`src/hw/rtl/sbus_frame_encoder_macros.svh`:
```
// assertion helpers for the asserting file sbus_frame_encoder.sv
`ifndef SBUS_FRAME_ENCODER_MACROS_SVH
`define SBUS_FRAME_ENCODER_MACROS_SVH

// same-cycle implication, off while reset is high
`define SFE_ASSERT_NOW(label, clk, rst, ante, cons) \
  label: assert property (@(posedge clk) disable iff (rst) (ante) |-> (cons)) \
    else $error("sbus frame encoder check failed");

// next-cycle implication, off while reset is high
`define SFE_ASSERT_NEXT(label, clk, rst, ante, cons) \
  label: assert property (@(posedge clk) disable iff (rst) (ante) |=> (cons)) \
    else $error("sbus frame encoder check failed");

`endif

```
`src/hw/rtl/sfe_pkg.sv`:
```
package sfe_pkg;

  // register indexes on the configuration port
  localparam int CFG_IDX_W = 2;
  localparam logic [CFG_IDX_W-1:0] CFG_IN_MIN  = 2'd0;
  localparam logic [CFG_IDX_W-1:0] CFG_IN_MAX  = 2'd1;
  localparam logic [CFG_IDX_W-1:0] CFG_OUT_MIN = 2'd2;
  localparam logic [CFG_IDX_W-1:0] CFG_OUT_MAX = 2'd3;
  localparam int CFG_DATA_W = 12;

  // field widths
  localparam int VAL_W  = 12;
  localparam int CODE_W = 11;
  localparam int PROD_W = VAL_W + CODE_W;
  localparam int ACC_W  = 18;
  localparam int BITS_W = 5;
  localparam int BYTE_W = 8;

  // divider: quotient never exceeds the 11-bit code range
  localparam int DIV_STEPS = CODE_W;
  localparam int DIV_CNT_W = $clog2(DIV_STEPS);

  // fixed frame bytes
  localparam logic [BYTE_W-1:0] FRAME_HEADER     = 8'h0F;
  localparam logic [BYTE_W-1:0] FRAME_FOOTER     = 8'h00;
  localparam logic [BYTE_W-1:0] FLAG_SIGNAL_LOSS = 8'h04;
  localparam logic [BYTE_W-1:0] FLAG_FAILSAFE    = 8'h08;

  // which byte goes into the output register
  typedef enum logic [1:0] {
    SEL_HEADER = 2'd0,
    SEL_DATA   = 2'd1,
    SEL_FLAGS  = 2'd2,
    SEL_FOOTER = 2'd3
  } byte_sel_t;

  // commands from controller to datapath
  typedef struct packed {
    logic      load;
    logic      mul;
    logic      div_step;
    logic      pack;
    logic      emit;
    byte_sel_t sel;
    logic      idx_inc;
    logic      frame_clear;
  } cmd_t;

  // status from datapath to controller
  typedef struct packed {
    logic div_last;
    logic first_ch;
    logic last_ch;
    logic bits_ge8;
    logic out_free;
  } status_t;

endpackage

```
`src/hw/rtl/sbus_frame_encoder.sv`:
```
// channel   dir  handshake           payload
// s_*       in   s_tvalid/s_tready   tdata[11:0] channel_value, [12] signal_loss,
//                                    [13] failsafe
// m_*       out  m_tvalid/m_tready   tdata[7:0] frame_byte, tlast last_of_frame
// cfg_*     in   cfg_wr              cfg_index register, cfg_data value
//
// each channel word goes through these steps with a free output: taking the
// word, one multiply, 11 restoring divider steps, then the header (first
// channel only), pack, each emitted byte, leaving the byte loop, and flags and
// footer after the last channel; the shared divider yields one bit a cycle.
// reset (rst, synchronous) restores the default ranges and empties the frame.
// a stalled output holds the sequencer in its current byte state; s_tready is high
// whenever the sequencer is idle, even while the last byte still waits.
`include "sbus_frame_encoder_macros.svh"

module sbus_frame_encoder #(
  parameter int CHANNEL_COUNT = 16
) (
  input  logic                           clk,
  input  logic                           rst,
  input  logic                           cfg_wr,
  input  logic [sfe_pkg::CFG_IDX_W-1:0]  cfg_index,
  input  logic [sfe_pkg::CFG_DATA_W-1:0] cfg_data,
  input  logic                           s_tvalid,
  output logic                           s_tready,
  input  logic [15:0]                    s_tdata,   // channel_value, signal_loss, failsafe
  output logic                           m_tvalid,
  input  logic                           m_tready,
  output logic [7:0]                     m_tdata,   // frame_byte
  output logic                           m_tlast
);

  sfe_pkg::cmd_t    cmd;
  sfe_pkg::status_t st;

  // sequencer
  sfe_ctrl u_ctrl (
    .clk      (clk),
    .rst      (rst),
    .s_tvalid (s_tvalid),
    .s_tready (s_tready),
    .st       (st),
    .cmd      (cmd)
  );

  // mapping, divider, packing and output register
  sfe_datapath #(
    .CHANNEL_COUNT (CHANNEL_COUNT)
  ) u_dp (
    .clk       (clk),
    .rst       (rst),
    .cfg_wr    (cfg_wr),
    .cfg_index (cfg_index),
    .cfg_data  (cfg_data),
    .s_tdata   (s_tdata),
    .m_tready  (m_tready),
    .m_tvalid  (m_tvalid),
    .m_tdata   (m_tdata),
    .m_tlast   (m_tlast),
    .cmd       (cmd),
    .st        (st)
  );

  // checks
  `SFE_ASSERT_NOW(a_last_is_footer, clk, rst, m_tvalid && m_tlast, m_tdata == sfe_pkg::FRAME_FOOTER)
  `SFE_ASSERT_NEXT(a_one_word_at_a_time, clk, rst, s_tvalid && s_tready, !s_tready)
  `SFE_ASSERT_NOW(a_idle_has_no_full_byte, clk, rst, s_tready, !st.bits_ge8)

endmodule

```
`src/hw/rtl/sfe_datapath.sv`:
```
module sfe_datapath #(
  parameter int CHANNEL_COUNT = 16
) (
  input  logic                                 clk,
  input  logic                                 rst,
  input  logic                                 cfg_wr,
  input  logic [sfe_pkg::CFG_IDX_W-1:0]        cfg_index,
  input  logic [sfe_pkg::CFG_DATA_W-1:0]       cfg_data,
  input  logic [15:0]                          s_tdata,
  input  logic                                 m_tready,
  output logic                                 m_tvalid,
  output logic [sfe_pkg::BYTE_W-1:0]           m_tdata,
  output logic                                 m_tlast,
  input  sfe_pkg::cmd_t                        cmd,
  output sfe_pkg::status_t                     st
);

  localparam int IDX_W = $clog2(CHANNEL_COUNT);

  // configuration registers
  logic [sfe_pkg::VAL_W-1:0]  in_min, in_max;
  logic [sfe_pkg::CODE_W-1:0] out_min, out_max;

  always_ff @(posedge clk) begin
    if (rst) begin
      in_min  <= 12'd1000;
      in_max  <= 12'd2000;
      out_min <= 11'd173;
      out_max <= 11'd1811;
    end else if (cfg_wr) begin
      case (cfg_index)
        sfe_pkg::CFG_IN_MIN:  in_min  <= cfg_data;
        sfe_pkg::CFG_IN_MAX:  in_max  <= cfg_data;
        sfe_pkg::CFG_OUT_MIN: out_min <= cfg_data[sfe_pkg::CODE_W-1:0];
        sfe_pkg::CFG_OUT_MAX: out_max <= cfg_data[sfe_pkg::CODE_W-1:0];
        default: ;
      endcase
    end
  end

  // clamp and offset of the incoming value
  logic [sfe_pkg::VAL_W-1:0] v_in, v_clamp;
  logic                      empty_in, neg_in;

  always_comb begin
    v_in     = s_tdata[sfe_pkg::VAL_W-1:0];
    empty_in = (in_max <= in_min);
    neg_in   = (out_max < out_min);
    if (v_in < in_min)      v_clamp = in_min;
    else if (v_in > in_max) v_clamp = in_max;
    else                    v_clamp = v_in;
  end

  // operand registers, loaded with the word
  logic [sfe_pkg::VAL_W-1:0]  d, span;
  logic [sfe_pkg::CODE_W-1:0] mag;
  logic                       neg, empty, loss, fs;

  always_ff @(posedge clk) begin
    if (cmd.load) begin
      d     <= v_clamp - in_min;
      span  <= in_max - in_min;
      mag   <= neg_in ? (out_min - out_max) : (out_max - out_min);
      neg   <= neg_in;
      empty <= empty_in;
      loss  <= s_tdata[12];
      fs    <= s_tdata[13];
    end
  end

  // product and restoring divider, one quotient bit a cycle
  logic [sfe_pkg::PROD_W-1:0]    prod;
  logic [sfe_pkg::VAL_W-1:0]     rem;
  logic [sfe_pkg::CODE_W-1:0]    dq;
  logic [sfe_pkg::DIV_CNT_W-1:0] div_cnt;
  logic [sfe_pkg::VAL_W:0]       trial;
  logic                          q_bit;

  assign prod  = {{(sfe_pkg::CODE_W){1'b0}}, d} * {{(sfe_pkg::VAL_W){1'b0}}, mag};
  assign trial = {rem, dq[sfe_pkg::CODE_W-1]};
  assign q_bit = (trial >= {1'b0, span});

  always_ff @(posedge clk) begin
    if (cmd.mul) begin
      rem     <= prod[sfe_pkg::PROD_W-1:sfe_pkg::CODE_W];
      dq      <= prod[sfe_pkg::CODE_W-1:0];
      div_cnt <= '0;
    end else if (cmd.div_step) begin
      rem     <= q_bit ? sfe_pkg::VAL_W'(trial - {1'b0, span})
                       : trial[sfe_pkg::VAL_W-1:0];
      dq      <= {dq[sfe_pkg::CODE_W-2:0], q_bit};
      div_cnt <= div_cnt + 1'b1;
    end
  end

  // final code with sign and offset
  logic [sfe_pkg::CODE_W-1:0] code;

  always_comb begin
    if (empty)    code = out_min;
    else if (neg) code = out_min - dq;
    else          code = out_min + dq;
  end

  // bit accumulator and channel position
  logic [sfe_pkg::ACC_W-1:0]  acc;
  logic [sfe_pkg::BITS_W-1:0] bits_held;
  logic [IDX_W-1:0]           idx;
  logic                       take_data;

  assign take_data = cmd.emit && (cmd.sel == sfe_pkg::SEL_DATA);

  always_ff @(posedge clk) begin
    if (rst || cmd.frame_clear) begin
      acc       <= '0;
      bits_held <= '0;
      idx       <= '0;
    end else begin
      if (cmd.pack) begin
        acc       <= acc | ({{(sfe_pkg::ACC_W-sfe_pkg::CODE_W){1'b0}}, code}
                            << bits_held[2:0]);
        bits_held <= {2'b00, bits_held[2:0]} + 5'd11;
      end else if (take_data) begin
        acc       <= acc >> sfe_pkg::BYTE_W;
        bits_held <= bits_held - 5'd8;
      end
      if (cmd.idx_inc) idx <= idx + 1'b1;
    end
  end

  // output register
  logic [sfe_pkg::BYTE_W-1:0] byte_mux, flags;

  always_comb begin
    flags = (loss ? sfe_pkg::FLAG_SIGNAL_LOSS : 8'h00) |
            (fs ? sfe_pkg::FLAG_FAILSAFE : 8'h00);
    case (cmd.sel)
      sfe_pkg::SEL_HEADER: byte_mux = sfe_pkg::FRAME_HEADER;
      sfe_pkg::SEL_DATA:   byte_mux = acc[sfe_pkg::BYTE_W-1:0];
      sfe_pkg::SEL_FLAGS:  byte_mux = flags;
      sfe_pkg::SEL_FOOTER: byte_mux = sfe_pkg::FRAME_FOOTER;
      default:             byte_mux = sfe_pkg::FRAME_FOOTER;
    endcase
  end

  always_ff @(posedge clk) begin
    if (rst) begin
      m_tvalid <= 1'b0;
    end else if (cmd.emit) begin
      m_tvalid <= 1'b1;
    end else if (m_tready) begin
      m_tvalid <= 1'b0;
    end
  end

  always_ff @(posedge clk) begin
    if (cmd.emit) begin
      m_tdata <= byte_mux;
      m_tlast <= (cmd.sel == sfe_pkg::SEL_FOOTER);
    end
  end

  // status back to the controller
  always_comb begin
    st.div_last = (div_cnt == sfe_pkg::DIV_CNT_W'(sfe_pkg::DIV_STEPS - 1));
    st.first_ch = (idx == '0);
    st.last_ch  = (idx == IDX_W'(CHANNEL_COUNT - 1));
    st.bits_ge8 = (bits_held >= 5'd8);
    st.out_free = !m_tvalid || m_tready;
  end

endmodule

```
`src/hw/rtl/sfe_ctrl.sv`:
```
module sfe_ctrl (
  input  logic             clk,
  input  logic             rst,
  input  logic             s_tvalid,
  output logic             s_tready,
  input  sfe_pkg::status_t st,
  output sfe_pkg::cmd_t    cmd
);

  typedef enum logic [7:0] {
    S_IDLE = 8'b0000_0001,
    S_MUL  = 8'b0000_0010,
    S_DIV  = 8'b0000_0100,
    S_HDR  = 8'b0000_1000,
    S_PACK = 8'b0001_0000,
    S_DATA = 8'b0010_0000,
    S_FLAG = 8'b0100_0000,
    S_FOOT = 8'b1000_0000
  } state_t;

  state_t state, state_next;

  always_ff @(posedge clk) begin
    if (rst) begin
      state <= S_IDLE;
    end else begin
      state <= state_next;
    end
  end

  // next state and commands
  always_comb begin
    state_next      = state;
    cmd             = '0;
    cmd.sel         = sfe_pkg::SEL_DATA;
    s_tready        = 1'b0;
    case (state)
      S_IDLE: begin
        s_tready = 1'b1;
        if (s_tvalid) begin
          cmd.load   = 1'b1;
          state_next = S_MUL;
        end
      end
      S_MUL: begin
        cmd.mul    = 1'b1;
        state_next = S_DIV;
      end
      S_DIV: begin
        cmd.div_step = 1'b1;
        if (st.div_last) state_next = S_HDR;
      end
      S_HDR: begin
        if (!st.first_ch) begin
          state_next = S_PACK;
        end else if (st.out_free) begin
          cmd.emit   = 1'b1;
          cmd.sel    = sfe_pkg::SEL_HEADER;
          state_next = S_PACK;
        end
      end
      S_PACK: begin
        cmd.pack   = 1'b1;
        state_next = S_DATA;
      end
      S_DATA: begin
        if (st.bits_ge8) begin
          if (st.out_free) begin
            cmd.emit = 1'b1;
            cmd.sel  = sfe_pkg::SEL_DATA;
          end
        end else if (st.last_ch) begin
          state_next = S_FLAG;
        end else begin
          cmd.idx_inc = 1'b1;
          state_next  = S_IDLE;
        end
      end
      S_FLAG: begin
        if (st.out_free) begin
          cmd.emit   = 1'b1;
          cmd.sel    = sfe_pkg::SEL_FLAGS;
          state_next = S_FOOT;
        end
      end
      S_FOOT: begin
        if (st.out_free) begin
          cmd.emit        = 1'b1;
          cmd.sel         = sfe_pkg::SEL_FOOTER;
          cmd.frame_clear = 1'b1;
          state_next      = S_IDLE;
        end
      end
      default: begin
        state_next = S_IDLE;
      end
    endcase
  end

endmodule

```
`config.mk`:
```
export PLATFORM = sky130hd
export DESIGN_NAME = sbus_frame_encoder
export DESIGN_NICKNAME = d
export VERILOG_FILES = /design/src/hw/rtl/sfe_pkg.sv /design/src/hw/rtl/sbus_frame_encoder.sv /design/src/hw/rtl/sfe_datapath.sv /design/src/hw/rtl/sfe_ctrl.sv
export VERILOG_INCLUDE_DIRS = /design/src /design/src/hw/rtl
export SDC_FILE = /design/constraint.sdc
export NUM_CORES = 1
export LEC_CHECK = 0
export BUFFER_PORTS_ARGS = -buffer_cell sky130_fd_sc_hd__buf_4
export CAP_MARGIN = 25
export CORE_ASPECT_RATIO = 1.2
export CORE_UTILIZATION = 25
export DETAILED_ROUTE_END_ITERATION = 12
export PLACE_DENSITY = 0.47
export SYNTH_ARGS = -nofsm -noshare
export SYNTH_HDL_FRONTEND = slang
export SYNTH_SLANG_ARGS = --single-unit
```
`constraint.sdc`:
```
create_clock -name clk -period 5.07 [get_ports clk]
set_input_delay 0.507 -clock clk [delete_from_list [all_inputs] [get_ports clk]]
set_output_delay 0.507 -clock clk [all_outputs]
set_load 0.05 [all_outputs]
```
* Word level (Yosys, flattened, before mapping)
Cells that the tools add are included.
** Word-level totals
- Flip-flop bits (word level) :: 157
- Logic and storage cells :: 125
- Memories :: 0
- ROM bits :: 0
- Output and inout bits :: 11
- Latch bits :: 0
- Bits in writable memories :: 0
- Input bits :: 35
** Operators by class
- Shift operators :: 1
- Add/subtract/negate cells :: 11
- Muxes and demuxes :: 46
- Reduce and logical (&&, ||, !) cells :: 15
- Divide/modulo/power cells :: 0
- $lt $le $gt $ge :: 6
- Bitwise operators :: 2
- $mul :: 1
- Equality and inequality tests :: 22
** Operator list (number)
- one-hot mux 8 bit (8 select lines) :: 1
- two-way mux 12 bit :: 5
- two-way mux 8 bit :: 7
- two-way mux 11 bit :: 5
- two-way mux 18 bit :: 2
- subtractor 12 bit :: 3
- subtractor 11 bit :: 3
- one-hot mux 8 bit (4 select lines) :: 1
- multiplier 12 x 11 -> 23 bit :: 1
- two-way mux 3 bit :: 7
- bitwise OR 18 bit :: 1
- left shift 11 x 3 -> 18 bit :: 1
- greater-or-equal comparator 13 x 12 -> 1 bit :: 1
- two-way mux 1 bit :: 13
- > comparator 12 bit :: 1
- less-or-equal comparator 12 bit :: 1
- less-than comparator 12 bit :: 1
- one-hot mux 3 bit (4 select lines) :: 1
- adder 11 bit :: 1
- less-than comparator 11 bit :: 1
- two-way mux 5 bit :: 2
- inequality test 2 bit, second input constant :: 5
- adder 4 x 1 -> 4 bit, second input constant :: 2
- == test 2 bit, second input constant :: 4
- 25 further kinds :: 34

* Logic depth before layout (Yosys ltp)
- Word-level depth :: 9
- Depth in mapped cells :: 22
- Depth with buffers taken out :: 21

* Modules after synthesis
From an unflattened synthesis, not the netlist that was laid out.
** Second synthesis, totals
- Cell total of the unflattened synthesis :: 1679
- Area total of the unflattened synthesis :: 14714.1 µm²
** By module, submodules not included
- sfe_datapath :: times used 1, cells an instance 1612, area each 14154.8 µm², sequential area each 3693.5 µm²
- sfe_ctrl :: times used 1, cells an instance 67, area each 559.3 µm², sequential area each 160.2 µm²

* Worst setup path before layout
OpenSTA, ideal clock, no wires.
- Kind :: reg-to-reg
- From :: reg u_dp.mag[4] (netlist bit)
- To :: reg u_dp.rem[11] (netlist bit), data pin
- Clock period less this slack :: 5.372 ns
- Data arrival time :: 5.106 ns
- Required time :: 4.804 ns
- Slack :: -0.302 ns
- Stages on the path, launching flop included :: 20
- Setup time :: 0.266 ns
- Path buffers :: 1
- Cell sequence :: edfxtp_1 clkbuf_1 nand2_1 fa_1 fa_1 inv_1 fa_1 fa_1 inv_1 fa_1 inv_1 ha_1 a21o_1 a21o_1 a21o_1 a41oi_1 a311o_1 nand2_1 nor4_1 o31ai_1
** Between the ends
- Cells in the longest elaborated chain, start to end :: 2
** RTL lines
- from (decl) :: line sfe_datapath.sv:56 : logic [sfe_pkg::CODE_W-1:0] mag;
- from (signal assigned) :: line sfe_datapath.sv:63 : mag <= neg_in ? (out_min - out_max) : (out_max - out_min);
- multiplier 12 x 11 -> 23 bit :: line sfe_datapath.sv:79 : assign prod = {{(sfe_pkg::CODE_W){1'b0}}, d} * {{(sfe_pkg::VAL_W){1'b0}}, mag};
- two-way mux 12 bit :: line sfe_datapath.sv:84 : if (cmd.mul) begin
- to (signal assigned) :: line sfe_datapath.sv:85 : rem <= prod[sfe_pkg::PROD_W-1:sfe_pkg::CODE_W];
- to (signal assigned) :: line sfe_datapath.sv:89 : rem <= q_bit ? sfe_pkg::VAL_W'(trial - {1'b0, span})
- to (decl) :: line sfe_datapath.sv:73 : logic [sfe_pkg::VAL_W-1:0] rem;
No other way between the ends.
A chain may end at the register's enable or synchronous reset.

* Final worst setup path
- From :: reg u_dp.d[5] (netlist bit)
- To :: reg u_dp.rem[10] (netlist bit), data pin
** Between the ends
- Cells in the longest elaborated chain, start to end :: 2
** RTL lines
- from (decl) :: line sfe_datapath.sv:55 : logic [sfe_pkg::VAL_W-1:0] d, span;
- from (signal assigned) :: line sfe_datapath.sv:61 : d <= v_clamp - in_min;
- multiplier 12 x 11 -> 23 bit :: line sfe_datapath.sv:79
- two-way mux 12 bit :: line sfe_datapath.sv:84
No other way between the ends.

==> results.cfg <==
[status]
status = complete, but fails checks
failed_checks = negative setup slack

[placement]
total_of_buffers_placed_on_input_and_output_ports = 43
dp_hpwl_mm = 31.9
dpl_worst_slack_ns = -0.419
gp_congestion = 0.836
numPlacedInstances = 2575

[die]
starting_density_of_the_core = 0.255
io_pins = 46
die_x_microns = 225
floorplan.die_area_sq_mm = 0.0607
core_region_area_sq_mm = 0.0586
dieHeight_microns = 270
fp-row-count = 97

[yosys]
syn_avg_cell_area_sq_um = 8.60
yosysMostFrequentCell = sky130_fd_sc_hd__nand2_1
ys_top_cells_by_area = sky130_fd_sc_hd__edfxtp_1 14%, sky130_fd_sc_hd__ha_1 13%, sky130_fd_sc_hd__fa_1 13%, sky130_fd_sc_hd__dfxtp_1 12%, sky130_fd_sc_hd__nand2_1 5.3%
yosysWarnings = 0
number_of_synthesized_register_bits = 157
synth_edf_count = 71
netlist_area_sq_mm = 0.0149
yosys-top-cells-count = 210 x sky130_fd_sc_hd__nand2_1, 203 x sky130_fd_sc_hd__inv_1, 158 x sky130_fd_sc_hd__ha_1
synth_cell_type_count = 78
netlist.area_leader.share = 0.143
most_used_flip_flop_cell_after_synthesis = sky130_fd_sc_hd__dfxtp_1
synth_sequential_area_ratio = 0.258
mappedNetlistNets = 2022
async_set_reset_flop_share_out_of_synthesis = 0
postSynthCellCount = 1734
synthDominantAreaCellType = sky130_fd_sc_hd__edfxtp_1

[clocking]
cts_tree = done
cts_hold_buffers = 0
cts.htree.levels = 4
clock_insertion_delay_worst_skew_ns = 0.45
clk_root_buffer_cell = sky130_fd_sc_hd__clkbuf_16
tritoncts_num_sinks = 157
cts_max_path_buffers = 2
clk_pin_slew_ns = 0.07
number_of_buffers_inserted_during_clock_tree_synthesis = 17

[sta]
finalSetupTns_ns = -0.580
timing.fmax_ghz = 0.192
final_hold_viol_count = 0
setup_violations = 7
timing.final.crit_period_ns = 5.20
slew_viol_final = 0
worst_slew_pin_slew_ns = 1.04
postLayoutSetupSlackWorst_ns = -0.131
period_share = 1.03
rsz0062_at_grt = true
finClkSkew_ns = 0.0169
worst_slew_margin_rel = 0.288

[routing]
drc = 0
final_antenna_net_count = 0
wire_per_inst_microns = 15.3
via_count = 12226
detailed_routing_iteration_count_for_the_pre_antenna_repair_pass = 6
wirelength_mm = 40.4
dr.first_iter.drc_count = 517
post_drt_via_cell_ratio = 4.62

[global_routing]
grt_pass1_vias = 12453
grt_pass1_wl_mm = 66.0
pin_count_of_the_biggest_net_entering_global_routing = 58
grt_antenna_before_repair = 0
overflow_left_after_global_routing = 0
grt_usage = 0.137

[final_layout]
finalNonFillerCells = 2645
combined_area_of_the_multi_input_logic_cells_sq_mm = 0.0105
sequential_cell_area_sq_mm = 0.00385
diodes = 0
flow.area_growth_from_synthesis_pct = 20.6
final_net_count = 2128
final.fill_count = 6184
layout-drive-gt1-share = 0.160
finalCoreUtilization = 0.307

[worst_setup_path]
worstPathMaxFanout = 6
arrival_ns = 5.49
critPathRequiredTime_ns = 5.36
critPathLaunchType = flip-flop
crit_path_max_incr_delay_ns = 0.53
endpoint_kind = flip-flop
worstSetupPathType = reg2reg
critical_path.most_common_cell = sky130_fd_sc_hd__fa_1
path_cells = and2_4 -> fa_1 -> inv_1 -> fa_1 -> inv_2 -> fa_2 -> fa_1 -> inv_1 -> fa_1 -> inv_2 -> ha_4 -> and3_4 -> o2111ai_4 -> nand2_4 -> a41oi_4 -> a311o_1 -> nor4b_4 -> a211oi_2
crit_path_top_delay_cell = sky130_fd_sc_hd__edfxtp_1

[job]
maxCapViolations = 0

[min_path]
worstHoldPathType = in2reg
-- metrics by stage --
step,hold WS (ns),area (sq um)
finish,0.236,18000
CTS,0.206,17700
floorplan,0.425,15000
global route,0.205,18000
global placement,0.442,16600
detailed placement,0.451,16600
-- final timing paths --
path           startpoint           end  slack (ns)  cells past startpoint
max             u_dp.d[5]  u_dp.rem[10]       -0.13                     18
min           s_tdata[13]       u_dp.fs        0.24                      1
max reg2reg     u_dp.d[5]  u_dp.rem[10]       -0.13                     18
min reg2reg  u_dp.acc[16]  u_dp.acc[16]        0.46                      2
-- metal layers --
metal,vias to the layer above,share of wire,global-route usage
li1,6133,-,-
met1,5897,0.45,0.171
met2,161,0.51,0.241
met3,35,0.022,0.0168
met4,0,0.017,0.0410
met5,-,0,0
-- flip-flops by register name, summed over array words and instances, names as in the netlist, 12 cells and up --
name	count
u_dp.acc	18
u_dp.d	12
u_dp.in_max	12
u_dp.in_min	12
u_dp.rem	12
u_dp.span	12
-- critical path: cells and delay by family (launching register included) --
| family | cells | cell delay, ns |
|---|---|---|
| adder cells (fa/ha/maj) | 6 | 2.71 |
| AO/OA/AOI/OAI | 4 | 0.91 |
| AND/OR/NAND/NOR | 4 | 0.71 |
| flip-flops | 1 | 0.53 |
| buffers and inverters | 4 | 0.19 |
-- placed cells by master (no fill, tap or decap), types with 17 or more instances in the layout --
master                        n
sky130_fd_sc_hd__nand3_1     25
sky130_fd_sc_hd__inv_1      186
sky130_fd_sc_hd__mux2i_1     27
sky130_fd_sc_hd__dfxtp_1     86
sky130_fd_sc_hd__o21a_1      21
sky130_fd_sc_hd__a21o_1      27
sky130_fd_sc_hd__buf_6       22
sky130_fd_sc_hd__nor2b_1     25
sky130_fd_sc_hd__edfxtp_1    71
sky130_fd_sc_hd__nor3_1      24
sky130_fd_sc_hd__nand2_1    197
sky130_fd_sc_hd__inv_2       17
sky130_fd_sc_hd__xor2_1      22
sky130_fd_sc_hd__clkbuf_16   19
sky130_fd_sc_hd__a21oi_1    120
sky130_fd_sc_hd__o21ai_0     60
sky130_fd_sc_hd__fa_1        90
sky130_fd_sc_hd__ha_1       145
sky130_fd_sc_hd__and2_1      62
sky130_fd_sc_hd__xnor2_1     44
sky130_fd_sc_hd__buf_4      131
sky130_fd_sc_hd__nor2_1     122
-- timing repair --
| action | CTS | global route |
|---|---|---|
| buffers inserted | 27 | 10 |
| setup endpoints to repair | 12 | 12 |
| pin swaps | 60 | 39 |
| resized for setup | 77 | 42 |
-- final cells by class --
class	count	share of cell area
Clock buffer	20	0.0266
Clock inverter	12	0.00786
Inverter	205	0.0428
Multi-Input combinational cell	1304	0.583
Sequential cell	157	0.214
Tap cell	792	0.0551
Timing Repair Buffer	155	0.0707
-- cells by family (layout without fill, tap and decap cells) --
family / after synthesis / after routing / share of synthesized area
compound gates: 369 / 369 / 0.159
fa+ha+maj: 253 / 253 / 0.260
buf+inv: 273 / 392 / 0.0699
xor+xnor: 68 / 68 / 0.0399
simple gates: 583 / 583 / 0.191
mux: 31 / 31 / 0.0219
flops: 157 / 157 / 0.258
Power is left out: the tool's default activity adds up to more than one toggle a clock period on the data nets, which glitch-free logic cannot reach.
